==> src/hdl/iirl_pkg.sv <==
// Package for the indexed insert/remove list.
// Holds request and status codes and the per-cell control struct.
// No dependencies.
`default_nettype none

package iirl_pkg;

  // Request codes; codes 6 and 7 are unused and get a bounds status
  typedef enum logic [2:0] {
    OP_READ   = 3'd0,
    OP_WRITE  = 3'd1,
    OP_INSERT = 3'd2,
    OP_REMOVE = 3'd3,
    OP_APPEND = 3'd4,
    OP_POP    = 3'd5
  } op_e;

  // Response status codes
  typedef enum logic [1:0] {
    ST_OK     = 2'd0,
    ST_BOUNDS = 2'd1,
    ST_FULL   = 2'd2
  } status_e;

  // What every cell in the row does this cycle
  typedef enum logic [1:0] {
    CMD_HOLD   = 2'd0,
    CMD_WRITE  = 2'd1,
    CMD_INSERT = 2'd2,
    CMD_REMOVE = 2'd3
  } cell_cmd_e;

  // Broadcast command plus the cell's own position relative to the target
  typedef struct packed {
    cell_cmd_e cmd;
    logic      hit;    // cell index equals the target index
    logic      above;  // cell index is above the target index
  } cell_ctrl_t;

  localparam int unsigned OpW     = 3;
  localparam int unsigned PosW    = 5;
  localparam int unsigned ValW    = 32;
  localparam int unsigned StatusW = 2;

endpackage

`default_nettype wire

==> src/hdl/iirl_if.sv <==
// Request and response channel interfaces for the indexed insert/remove list.
// Valid/ready handshake; depends on iirl_pkg for field widths.
`default_nettype none

interface iirl_req_if;
  logic                                  valid;
  logic                                  ready;
  logic        [iirl_pkg::OpW-1:0]       operation;
  logic        [iirl_pkg::PosW-1:0]      position;
  logic signed [iirl_pkg::ValW-1:0]      value;

  modport source (output valid, output operation, output position, output value,
                  input ready);
  modport sink   (input valid, input operation, input position, input value,
                  output ready);
endinterface

interface iirl_rsp_if;
  logic                                  valid;
  logic                                  ready;
  logic signed [iirl_pkg::ValW-1:0]      read_value;
  logic        [iirl_pkg::PosW-1:0]      entry_count;
  logic        [iirl_pkg::StatusW-1:0]   status;

  modport source (output valid, output read_value, output entry_count, output status,
                  input ready);
  modport sink   (input valid, input read_value, input entry_count, input status,
                  output ready);
endinterface

`default_nettype wire

==> src/hdl/indexed_insert_remove_list.sv <==
// Indexed insert/remove list: an ordered row of DEPTH cells with an entry count.
// The response is registered: response valid rises in the cycle after accept.
// Throughput: 1 request per cycle while the response register is free or
// drains; any shift of the cells at and above the target is done at once.
// Reset: clears the entry count and the response valid; cell contents stay
// undefined until written and are never read before that. No clearing pass.
`default_nettype none

module indexed_insert_remove_list #(
  parameter int unsigned DEPTH = 16,
  parameter int unsigned WIDTH = 32
) (
  input  wire  clk_i,
  input  wire  rst_ni,
  iirl_req_if.sink   req_i,
  iirl_rsp_if.source rsp_o
);
  import iirl_pkg::*;

  localparam int unsigned IdxW = $clog2(DEPTH);
  localparam int unsigned CntW = $clog2(DEPTH + 1);

  logic [CntW-1:0]      count_d, count_q;
  logic [WIDTH-1:0]     cell_q [DEPTH];
  logic [WIDTH-1:0]     din;
  cell_ctrl_t           cell_ctrl [DEPTH];

  logic                 accept;
  cell_cmd_e            cmd;
  logic [CntW-1:0]      tgt;
  logic [IdxW-1:0]      rd_idx;
  logic                 rd_en;
  status_e              st;
  logic [CntW-1:0]      cnt_nxt;
  logic [31:0]          pos_w, cnt_w;
  logic                 full;
  logic [WIDTH-1:0]     rd_word;

  logic                 rsp_valid_q;
  logic [ValW-1:0]      rsp_value_q;
  logic [PosW-1:0]      rsp_count_q;
  status_e              rsp_status_q;

  // Handshake: take a request whenever the response register is free or drains
  assign req_i.ready = !rsp_valid_q || rsp_o.ready;
  assign accept      = req_i.valid && req_i.ready;

  // Request value in its low WIDTH bits
  assign din = WIDTH'($unsigned(req_i.value));

  // Decode the request against the current count
  always_comb begin
    pos_w   = 32'(req_i.position);
    cnt_w   = 32'(count_q);
    full    = (count_q == CntW'(DEPTH));
    cmd     = CMD_HOLD;
    tgt     = CntW'(req_i.position);
    rd_idx  = IdxW'(req_i.position);
    rd_en   = 1'b0;
    st      = ST_OK;
    cnt_nxt = count_q;
    case (op_e'(req_i.operation))
      OP_READ: begin
        if (pos_w < cnt_w) rd_en = 1'b1;
        else st = ST_BOUNDS;
      end
      OP_WRITE: begin
        if (pos_w < cnt_w) cmd = CMD_WRITE;
        else st = ST_BOUNDS;
      end
      OP_INSERT: begin
        if (pos_w > cnt_w) begin
          st = ST_BOUNDS;
        end else if (full) begin
          st = ST_FULL;
        end else begin
          cmd     = CMD_INSERT;
          cnt_nxt = count_q + 1'b1;
        end
      end
      OP_REMOVE: begin
        if (pos_w < cnt_w) begin
          cmd     = CMD_REMOVE;
          rd_en   = 1'b1;
          cnt_nxt = count_q - 1'b1;
        end else begin
          st = ST_BOUNDS;
        end
      end
      OP_APPEND: begin
        if (full) begin
          st = ST_FULL;
        end else begin
          cmd     = CMD_WRITE;
          tgt     = count_q;
          cnt_nxt = count_q + 1'b1;
        end
      end
      OP_POP: begin
        // Last entry leaves; nothing moves, only the count drops
        if (count_q == '0) begin
          st = ST_BOUNDS;
        end else begin
          rd_en   = 1'b1;
          rd_idx  = IdxW'(count_q - 1'b1);
          cnt_nxt = count_q - 1'b1;
        end
      end
      default: st = ST_BOUNDS;
    endcase
  end

  assign count_d = accept ? cnt_nxt : count_q;

  // Read select from the row
  assign rd_word = rd_en ? cell_q[rd_idx] : '0;

  // Row of cells, each told where it sits relative to the target
  for (genvar i = 0; i < DEPTH; i++) begin : g_cell
    logic [WIDTH-1:0] lower, upper;

    if (i == 0) begin : g_first
      assign lower = '0;
    end else begin : g_lower
      assign lower = cell_q[i-1];
    end

    if (i == DEPTH - 1) begin : g_last
      assign upper = '0;
    end else begin : g_upper
      assign upper = cell_q[i+1];
    end

    always_comb begin
      cell_ctrl[i].cmd   = accept ? cmd : CMD_HOLD;
      cell_ctrl[i].hit   = (tgt == CntW'(i));
      cell_ctrl[i].above = (tgt < CntW'(i));
    end

    iirl_cell #(
      .WIDTH(WIDTH)
    ) u_cell (
      .clk_i  (clk_i),
      .ctrl_i (cell_ctrl[i]),
      .din_i  (din),
      .lower_i(lower),
      .upper_i(upper),
      .q_o    (cell_q[i])
    );
  end

  // Entry count
  always_ff @(posedge clk_i or negedge rst_ni) begin
    if (!rst_ni) begin
      count_q <= '0;
    end else begin
      count_q <= count_d;
    end
  end

  // Response valid
  always_ff @(posedge clk_i or negedge rst_ni) begin
    if (!rst_ni) begin
      rsp_valid_q <= 1'b0;
    end else if (accept) begin
      rsp_valid_q <= 1'b1;
    end else if (rsp_o.ready) begin
      rsp_valid_q <= 1'b0;
    end
  end

  // Response payload
  always_ff @(posedge clk_i) begin
    if (accept) begin
      rsp_value_q  <= ValW'(rd_word);
      rsp_count_q  <= PosW'(cnt_nxt);
      rsp_status_q <= st;
    end
  end

  assign rsp_o.valid       = rsp_valid_q;
  assign rsp_o.read_value  = $signed(rsp_value_q);
  assign rsp_o.entry_count = rsp_count_q;
  assign rsp_o.status      = rsp_status_q;

  // Count never runs past the row
  assert property (@(posedge clk_i) disable iff (!rst_ni)
    32'(count_q) <= DEPTH)
    else $error("entry count beyond depth");

  // A full status only when the row was full
  assert property (@(posedge clk_i) disable iff (!rst_ni)
    (accept && st == ST_FULL) |-> full)
    else $error("full status with free cells");

  // A granted insert grows the count by one
  assert property (@(posedge clk_i) disable iff (!rst_ni)
    (accept && cmd == CMD_INSERT) |=> (count_q == $past(count_q) + 1'b1))
    else $error("insert did not grow the count");

  // Reads and writes leave the count alone
  assert property (@(posedge clk_i) disable iff (!rst_ni)
    (accept && (req_i.operation == OP_READ || req_i.operation == OP_WRITE))
      |=> $stable(count_q))
    else $error("read or write changed the count");

  // Reported count matches the count register after each request
  assert property (@(posedge clk_i) disable iff (!rst_ni)
    accept |=> (rsp_count_q == PosW'(count_q)))
    else $error("response count out of step");

endmodule

`default_nettype wire

==> src/hdl/iirl_cell.sv <==
// One storage cell of the list row: holds a single entry and can load the
// request value or take the word of its lower or upper neighbor. Uses iirl_pkg.
`default_nettype none

module iirl_cell #(
  parameter int unsigned WIDTH = 32
) (
  input  wire                         clk_i,
  input  iirl_pkg::cell_ctrl_t        ctrl_i,
  input  wire         [WIDTH-1:0]     din_i,
  input  wire         [WIDTH-1:0]     lower_i,
  input  wire         [WIDTH-1:0]     upper_i,
  output logic        [WIDTH-1:0]     q_o
);
  import iirl_pkg::*;

  logic [WIDTH-1:0] data_d, data_q;

  // Next entry: load, shift up from below, shift down from above, or keep
  always_comb begin
    data_d = data_q;
    case (ctrl_i.cmd)
      CMD_WRITE: begin
        if (ctrl_i.hit) data_d = din_i;
      end
      CMD_INSERT: begin
        if (ctrl_i.hit) begin
          data_d = din_i;
        end else if (ctrl_i.above) begin
          data_d = lower_i;
        end
      end
      CMD_REMOVE: begin
        if (ctrl_i.hit || ctrl_i.above) data_d = upper_i;
      end
      default: data_d = data_q;
    endcase
  end

  // Payload only, no reset
  always_ff @(posedge clk_i) begin
    data_q <= data_d;
  end

  assign q_o = data_q;

endmodule

`default_nettype wire
==> src/flat_wrapper.sv <==
// flat-port wrapper written by rule: the top's interface ports become plain ports
module indexed_insert_remove_list_flat import iirl_pkg::*;
#(
  parameter int unsigned DEPTH = 16,
  parameter int unsigned WIDTH = 32
)
  (clk_i, rst_ni, req_i_valid, req_i_operation, req_i_position, req_i_value, req_i_ready, rsp_o_valid, rsp_o_read_value, rsp_o_entry_count, rsp_o_status, rsp_o_ready);
  iirl_req_if req_i_i ();
  iirl_rsp_if rsp_o_i ();
  input  wire clk_i;
  input  wire rst_ni;
  input wire logic [$bits(req_i_i.valid)-1:0] req_i_valid;
  input wire logic [$bits(req_i_i.operation)-1:0] req_i_operation;
  input wire logic [$bits(req_i_i.position)-1:0] req_i_position;
  input wire logic [$bits(req_i_i.value)-1:0] req_i_value;
  output wire logic [$bits(req_i_i.ready)-1:0] req_i_ready;
  output wire logic [$bits(rsp_o_i.valid)-1:0] rsp_o_valid;
  output wire logic [$bits(rsp_o_i.read_value)-1:0] rsp_o_read_value;
  output wire logic [$bits(rsp_o_i.entry_count)-1:0] rsp_o_entry_count;
  output wire logic [$bits(rsp_o_i.status)-1:0] rsp_o_status;
  input wire logic [$bits(rsp_o_i.ready)-1:0] rsp_o_ready;
  assign req_i_i.valid = req_i_valid;
  assign req_i_i.operation = req_i_operation;
  assign req_i_i.position = req_i_position;
  assign req_i_i.value = req_i_value;
  assign req_i_ready = req_i_i.ready;
  assign rsp_o_valid = rsp_o_i.valid;
  assign rsp_o_read_value = rsp_o_i.read_value;
  assign rsp_o_entry_count = rsp_o_i.entry_count;
  assign rsp_o_status = rsp_o_i.status;
  assign rsp_o_i.ready = rsp_o_ready;
  indexed_insert_remove_list #(.DEPTH(DEPTH), .WIDTH(WIDTH)) u_core (.clk_i(clk_i), .rst_ni(rst_ni), .req_i(req_i_i), .rsp_o(rsp_o_i));
endmodule
==> config.mk <==
export PLATFORM = sky130hd
export DESIGN_NAME = indexed_insert_remove_list_flat
export DESIGN_NICKNAME = d
export VERILOG_FILES = /design/src/hdl/iirl_pkg.sv /design/src/hdl/iirl_if.sv /design/src/hdl/indexed_insert_remove_list.sv /design/src/hdl/iirl_cell.sv /design/src/flat_wrapper.sv
export SDC_FILE = /design/constraint.sdc
export NUM_CORES = 1
export LEC_CHECK = 0
export BUFFER_PORTS_ARGS = -buffer_cell sky130_fd_sc_hd__buf_2
export CAP_MARGIN = 20
export CELL_PAD_IN_SITES_DETAIL_PLACEMENT = 1
export CELL_PAD_IN_SITES_GLOBAL_PLACEMENT = 2
export CORE_MARGIN = 10
export CORE_UTILIZATION = 40
export CTS_BUF_LIST = sky130_fd_sc_hd__clkbuf_4 sky130_fd_sc_hd__clkbuf_8
export CTS_CLUSTER_DIAMETER = 100
export CTS_CLUSTER_SIZE = 12
export DETAILED_ROUTE_END_ITERATION = 6
export GPL_ROUTABILITY_DRIVEN = 0
export GPL_TIMING_DRIVEN = 0
export PLACE_DENSITY_LB_ADDON = 0.1
export SLEW_MARGIN = 10
export SYNTH_ARGS = -nofsm -noshare
export SYNTH_HDL_FRONTEND = slang
export SYNTH_HIERARCHICAL = 1
export SYNTH_SLANG_ARGS = --single-unit
==> constraint.sdc <==
create_clock -name clk_i -period 5.15 [get_ports clk_i]
set_input_delay 0.2575 -clock clk_i [delete_from_list [all_inputs] [get_ports clk_i]]
set_output_delay 0.2575 -clock clk_i [all_outputs]
set_load 0.005 [all_outputs]
==> flow_metrics.tcl <==
set metrics [dict create \
    status "finished clean" \
    grt_first_pass_wirelength_um 218900 \
    cp_slowest_cell "o21ai_1" \
    hp-start "rsp_o_ready" \
    hpwl_um 118200 \
    cp-start-kind "register" \
    ant_nets 0 \
    fmax_mhz 200.6 \
    critPathCaptureType "register" \
    clock_latency_ns 0.74 \
    synth_mux_area_share_pct 4.916 \
    synth_area_sq_um 36580 \
    hold_path_end "u_core/count_q[2]" \
    routed_wl_um 148500 \
    hp-class "in2reg" \
    path_buf_inv 4 \
    final_hold_viol_count 0 \
    grt_pass1_vias 33110 \
    slew_violations 0 \
    synth_xor_area_share_pct 0.07183 \
    die-width_um 322.4 \
    layout-drive-gt1-share_pct 19.60 \
    io_buffer_count 83 \
    synth_compound_area_share_pct 30.46 \
    cts_max_path_buffers 3 \
    area_growth_syn_to_layout_pct 10.25 \
    io_pins 85 \
    crit_fanout 10 \
    yosysUniqueCellTypes 68 \
    synth_top_family_by_area "compound AO/OA/AOI/OAI gates" \
    relSlewSlack_pct 16.90 \
    fin_util_pct 44.60 \
    via_count 32686 \
    ir_drop_mv 0.2020 \
    crit_arrival_ns 5.44 \
    path_cells "clkbuf_2, inv_1, ha_1, nor3b_1, a21oi_2, clkbuf_1, o21ai_1, a211o_1, nor2_2, nand2b_4, buf_6, o32ai_1, nor2_1" \
    p_clk_share_pct 23.0 \
    drt_first_pass_iters 5 \
    synth_edf_count 551 \
    hold_ws_ns 0.1305 \
    ys_async_sr_fraction_pct 1.077 \
    p_total_mw 12.04 \
    grt_start_max_net_pins 33 \
    r2r-end "u_core/g_cell[14].u_cell/q_o[31]" \
    die_y_um 322.4 \
    slowest_delay_ns 0.70 \
    internal-power_mw 7.646 \
    instances_no_fill 4781 \
    critical_path.top_delay_family "compound AO/OA/AOI/OAI gates" \
    comb_power_share_pct 32.2 \
    fp-row-count 110 \
    vias_per_cell 6.837 \
    htreeDepth 2 \
    dieArea_sq_um 103900 \
    fin_crit_ns 4.984 \
    yosys_register_bits 557 \
    avgSynthCellArea_sq_um 10.91 \
    rr_startpoint "u_core/count_q[0]" \
    core_region_area_sq_um 90420 \
    switching_share_pct 36.52 \
    maxCapViolations 0 \
    final_net_count 3635 \
    p_leak_nw 12.95 \
    ys_seq_area_share_pct 45.65 \
    cts_tree "built" \
    seqPwrFrac_pct 44.8 \
    hold_depth 4 \
    synth-simple-area-share_pct 12.12 \
    path_clk_slew_ns 0.09 \
    skew_ns 0.04466 \
    root_buffer "clkbuf_8" \
    rsz0062_at_grt "false" \
    worstPathRequired_ns 5.61 \
    gr-usage-all-layers_pct 27.58 \
    reg2reg_depth 13 \
    drt-wirelength-per-cell_um 31.06 \
    crit_type "reg2reg" \
    route.detailed.drc 0 \
    yosys_warnings 6 \
    p_sw_mw 4.399 \
    synth_cells 3352 \
    antenna_found_initial 3 \
    synth-adder-area-share_pct 0.2737 \
    rrSetupSlack_ns 0.17 \
    worstMarginPinSlew_ns 1.241 \
    start_util_pct 40.45 \
    grt_remaining_overflow 0 \
    post-route-period-util_pct 96.78 \
    dpl.cell_count 4695 \
    finalSetupViolCount 0 \
    synth_ff_type "edfxtp_1" \
    powerDensity_nw_per_um2 298.7 \
    drtIter0Drc 3414 \
    cts_buffers 53 \
    clkSinkCount 557 \
]
routing by layer:
layer / routed length, um / part of all wire (%) / track usage (%) / up-vias
met5: 0 / 0 / 0 / -
met4: 5809 / 3.9 / 10.34 / 0
met3: 10290 / 6.9 / 3.876 / 237
met2: 67620 / 46 / 43.87 / 1305
met1: 64790 / 44 / 37.77 / 16823
li1: - / - / - / 14321
sequential cells by signal (all words and copies together), names as in the netlist:
signal / cells
u_core/count_q: 5
u_core/g_cell.u_cell/q_o: 512
u_core/rsp_o.entry_count: 5
u_core/rsp_o.read_value: 32
u_core/rsp_o.status: 2
u_core/rsp_o.valid: 1
how the worst max path moves through the flow:
stage | start | to | slack (ns) | cells after the start
floorplan | u_core/count_q[3] | u_core/g_cell[3].u_cell/q_o[0] | 0.10 | 12
global placement | u_core/count_q[3] | u_core/g_cell[14].u_cell/q_o[31] | -2.96 | 12
detailed placement | u_core/count_q[0] | u_core/g_cell[3].u_cell/q_o[31] | -0.11 | 10
CTS | u_core/count_q[0] | u_core/rsp_o.read_value[18] | 0.008 | 10
global route | u_core/count_q[0] | u_core/g_cell[2].u_cell/q_o[2] | 0.01 | 13
finish | u_core/count_q[0] | u_core/g_cell[14].u_cell/q_o[31] | 0.17 | 13
worst reg2reg max path: stages (launching register included):
cell and delay (ns):
dfrtp_1 0.46, clkbuf_2 0.26, inv_1 0.15, ha_1 0.34, nor3b_1 0.58, a21oi_2 0.25, clkbuf_1 0.27, o21ai_1 0.70
a211o_1 0.57, nor2_2 0.19, nand2b_4 0.29, buf_6 0.18, o32ai_1 0.36, nor2_1 0.12
cell families after synthesis:
logic type,count (synthesis)
other,1
buffers and inverters,415
DFF,557
AOI/OAI and AO/OA,1346
xor gates and xnor gates,3
adders and majority gates,8
muxes,164
and+or+nand+nor,858
cell usage in the layout, fill, tap and decap left out, types with 8 or more instances in the layout:
| cell | netlist | routed |
|---|---|---|
| nor3_1 | 12 | 11 |
| o32ai_1 | 368 | 368 |
| buf_2 | 136 | 219 |
| o211ai_1 | 34 | 34 |
| a211o_1 | 35 | 35 |
| clkbuf_4 | 0 | 14 |
| nor2_4 | 0 | 18 |
| o221a_1 | 32 | 32 |
| a211oi_1 | 65 | 65 |
| conb_1 | 1 | 65 |
| buf_16 | 0 | 14 |
| o21ai_0 | 41 | 40 |
| buf_6 | 54 | 55 |
| a221o_1 | 33 | 33 |
| o22ai_1 | 515 | 515 |
| clkbuf_1 | 112 | 109 |
| o32ai_2 | 128 | 128 |
| mux2_2 | 23 | 23 |
| mux2i_1 | 99 | 98 |
| nor2_1 | 561 | 544 |
| inv_1 | 43 | 42 |
| nand2_1 | 36 | 36 |
| clkbuf_8 | 0 | 55 |
| nor3_2 | 32 | 33 |
| edfxtp_1 | 551 | 551 |
| mux2_1 | 22 | 22 |
| buf_4 | 65 | 69 |
| a21oi_1 | 26 | 25 |
| a21o_1 | 34 | 34 |
| ha_1 | 8 | 8 |
| mux2_4 | 20 | 20 |
| nand2b_4 | 32 | 32 |
| nor3b_1 | 150 | 149 |
through the flow:
| stage | instance area (sq um) | setup slack (ns) | TNS (ns) |
|---|---|---|---|
| floorplan | 36860 | 0.1021 | 0 |
| global placement | 38740 | -2.959 | -2374.40 |
| detailed placement | 39290 | -0.1055 | -2.533 |
| CTS | 40250 | 0.008117 | 0 |
| global route | 40320 | 0.01469 | 0 |
| finish | 40330 | 0.1660 | 0 |
synthesized netlist by cell type (4+ instances only):
master | instances | area, sq um
a211o_1 | 35 | 306.5
a211oi_1 | 65 | 488.0
a21o_1 | 34 | 255.2
a21oi_1 | 26 | 130.1
a221o_1 | 33 | 330.3
a31oi_1 | 7 | 43.79
buf_1 | 4 | 15.01
buf_2 | 136 | 680.7
buf_4 | 65 | 488.0
buf_6 | 54 | 608.1
clkbuf_1 | 112 | 420.4
dfrtp_1 | 6 | 150.1
edfxtp_1 | 551 | 16550
ha_1 | 8 | 100.1
inv_1 | 43 | 161.4
mux2_1 | 22 | 247.7
mux2_2 | 23 | 259.0
mux2_4 | 20 | 300.3
mux2i_1 | 99 | 991.0
nand2_1 | 36 | 135.1
nand2b_1 | 7 | 43.79
nand2b_4 | 32 | 440.4
nand3_1 | 7 | 35.03
nor2_1 | 561 | 2106
nor3_1 | 12 | 60.06
nor3_2 | 32 | 320.3
nor3b_1 | 150 | 1126
o211ai_1 | 34 | 255.2
o21a_1 | 5 | 37.54
o21ai_0 | 41 | 205.2
o221a_1 | 32 | 360.4
o22ai_1 | 515 | 3222
o32ai_1 | 368 | 3223
o32ai_2 | 128 | 2082
area by class of cell:
cell class | instances | area, sq um
well taps | 1176 | 1471
inverters | 44 | 165.2
plain buffers | 371 | 2216
fillers | 9836 | 50100
flip-flops and latches | 557 | 16700
clock buffers | 69 | 862.1
multi-input cells | 2446 | 17920
diodes | 3 | 7.507
clock inverters | 5 | 32.53
repair buffers | 110 | 952.2
repair_timing:
action                                  CTS  global route
resized for setup                         4            11
hold buffers                              5             0
endpoints found under the setup margin   81           283
endpoints found under the hold margin     9             0
pin swaps                                 0             1
buffers inserted                          0             2
cloned                                    1             1
power groups by stage:
stage / clock [mW] / combinational (mW) / sequential, mW
final: 2.77 / 3.88 / 5.40
after CTS: 2.85 / 3.77 / 5.40
after global placement: 0 / 3.56 / 5.50
after floorplan: 0 / 2.32 / 5.46
after detailed placement: 0 / 3.75 / 5.50
after global routing: 3.00 / 4.11 / 5.42
No activity file was read; power rests on OpenSTA's default activity.
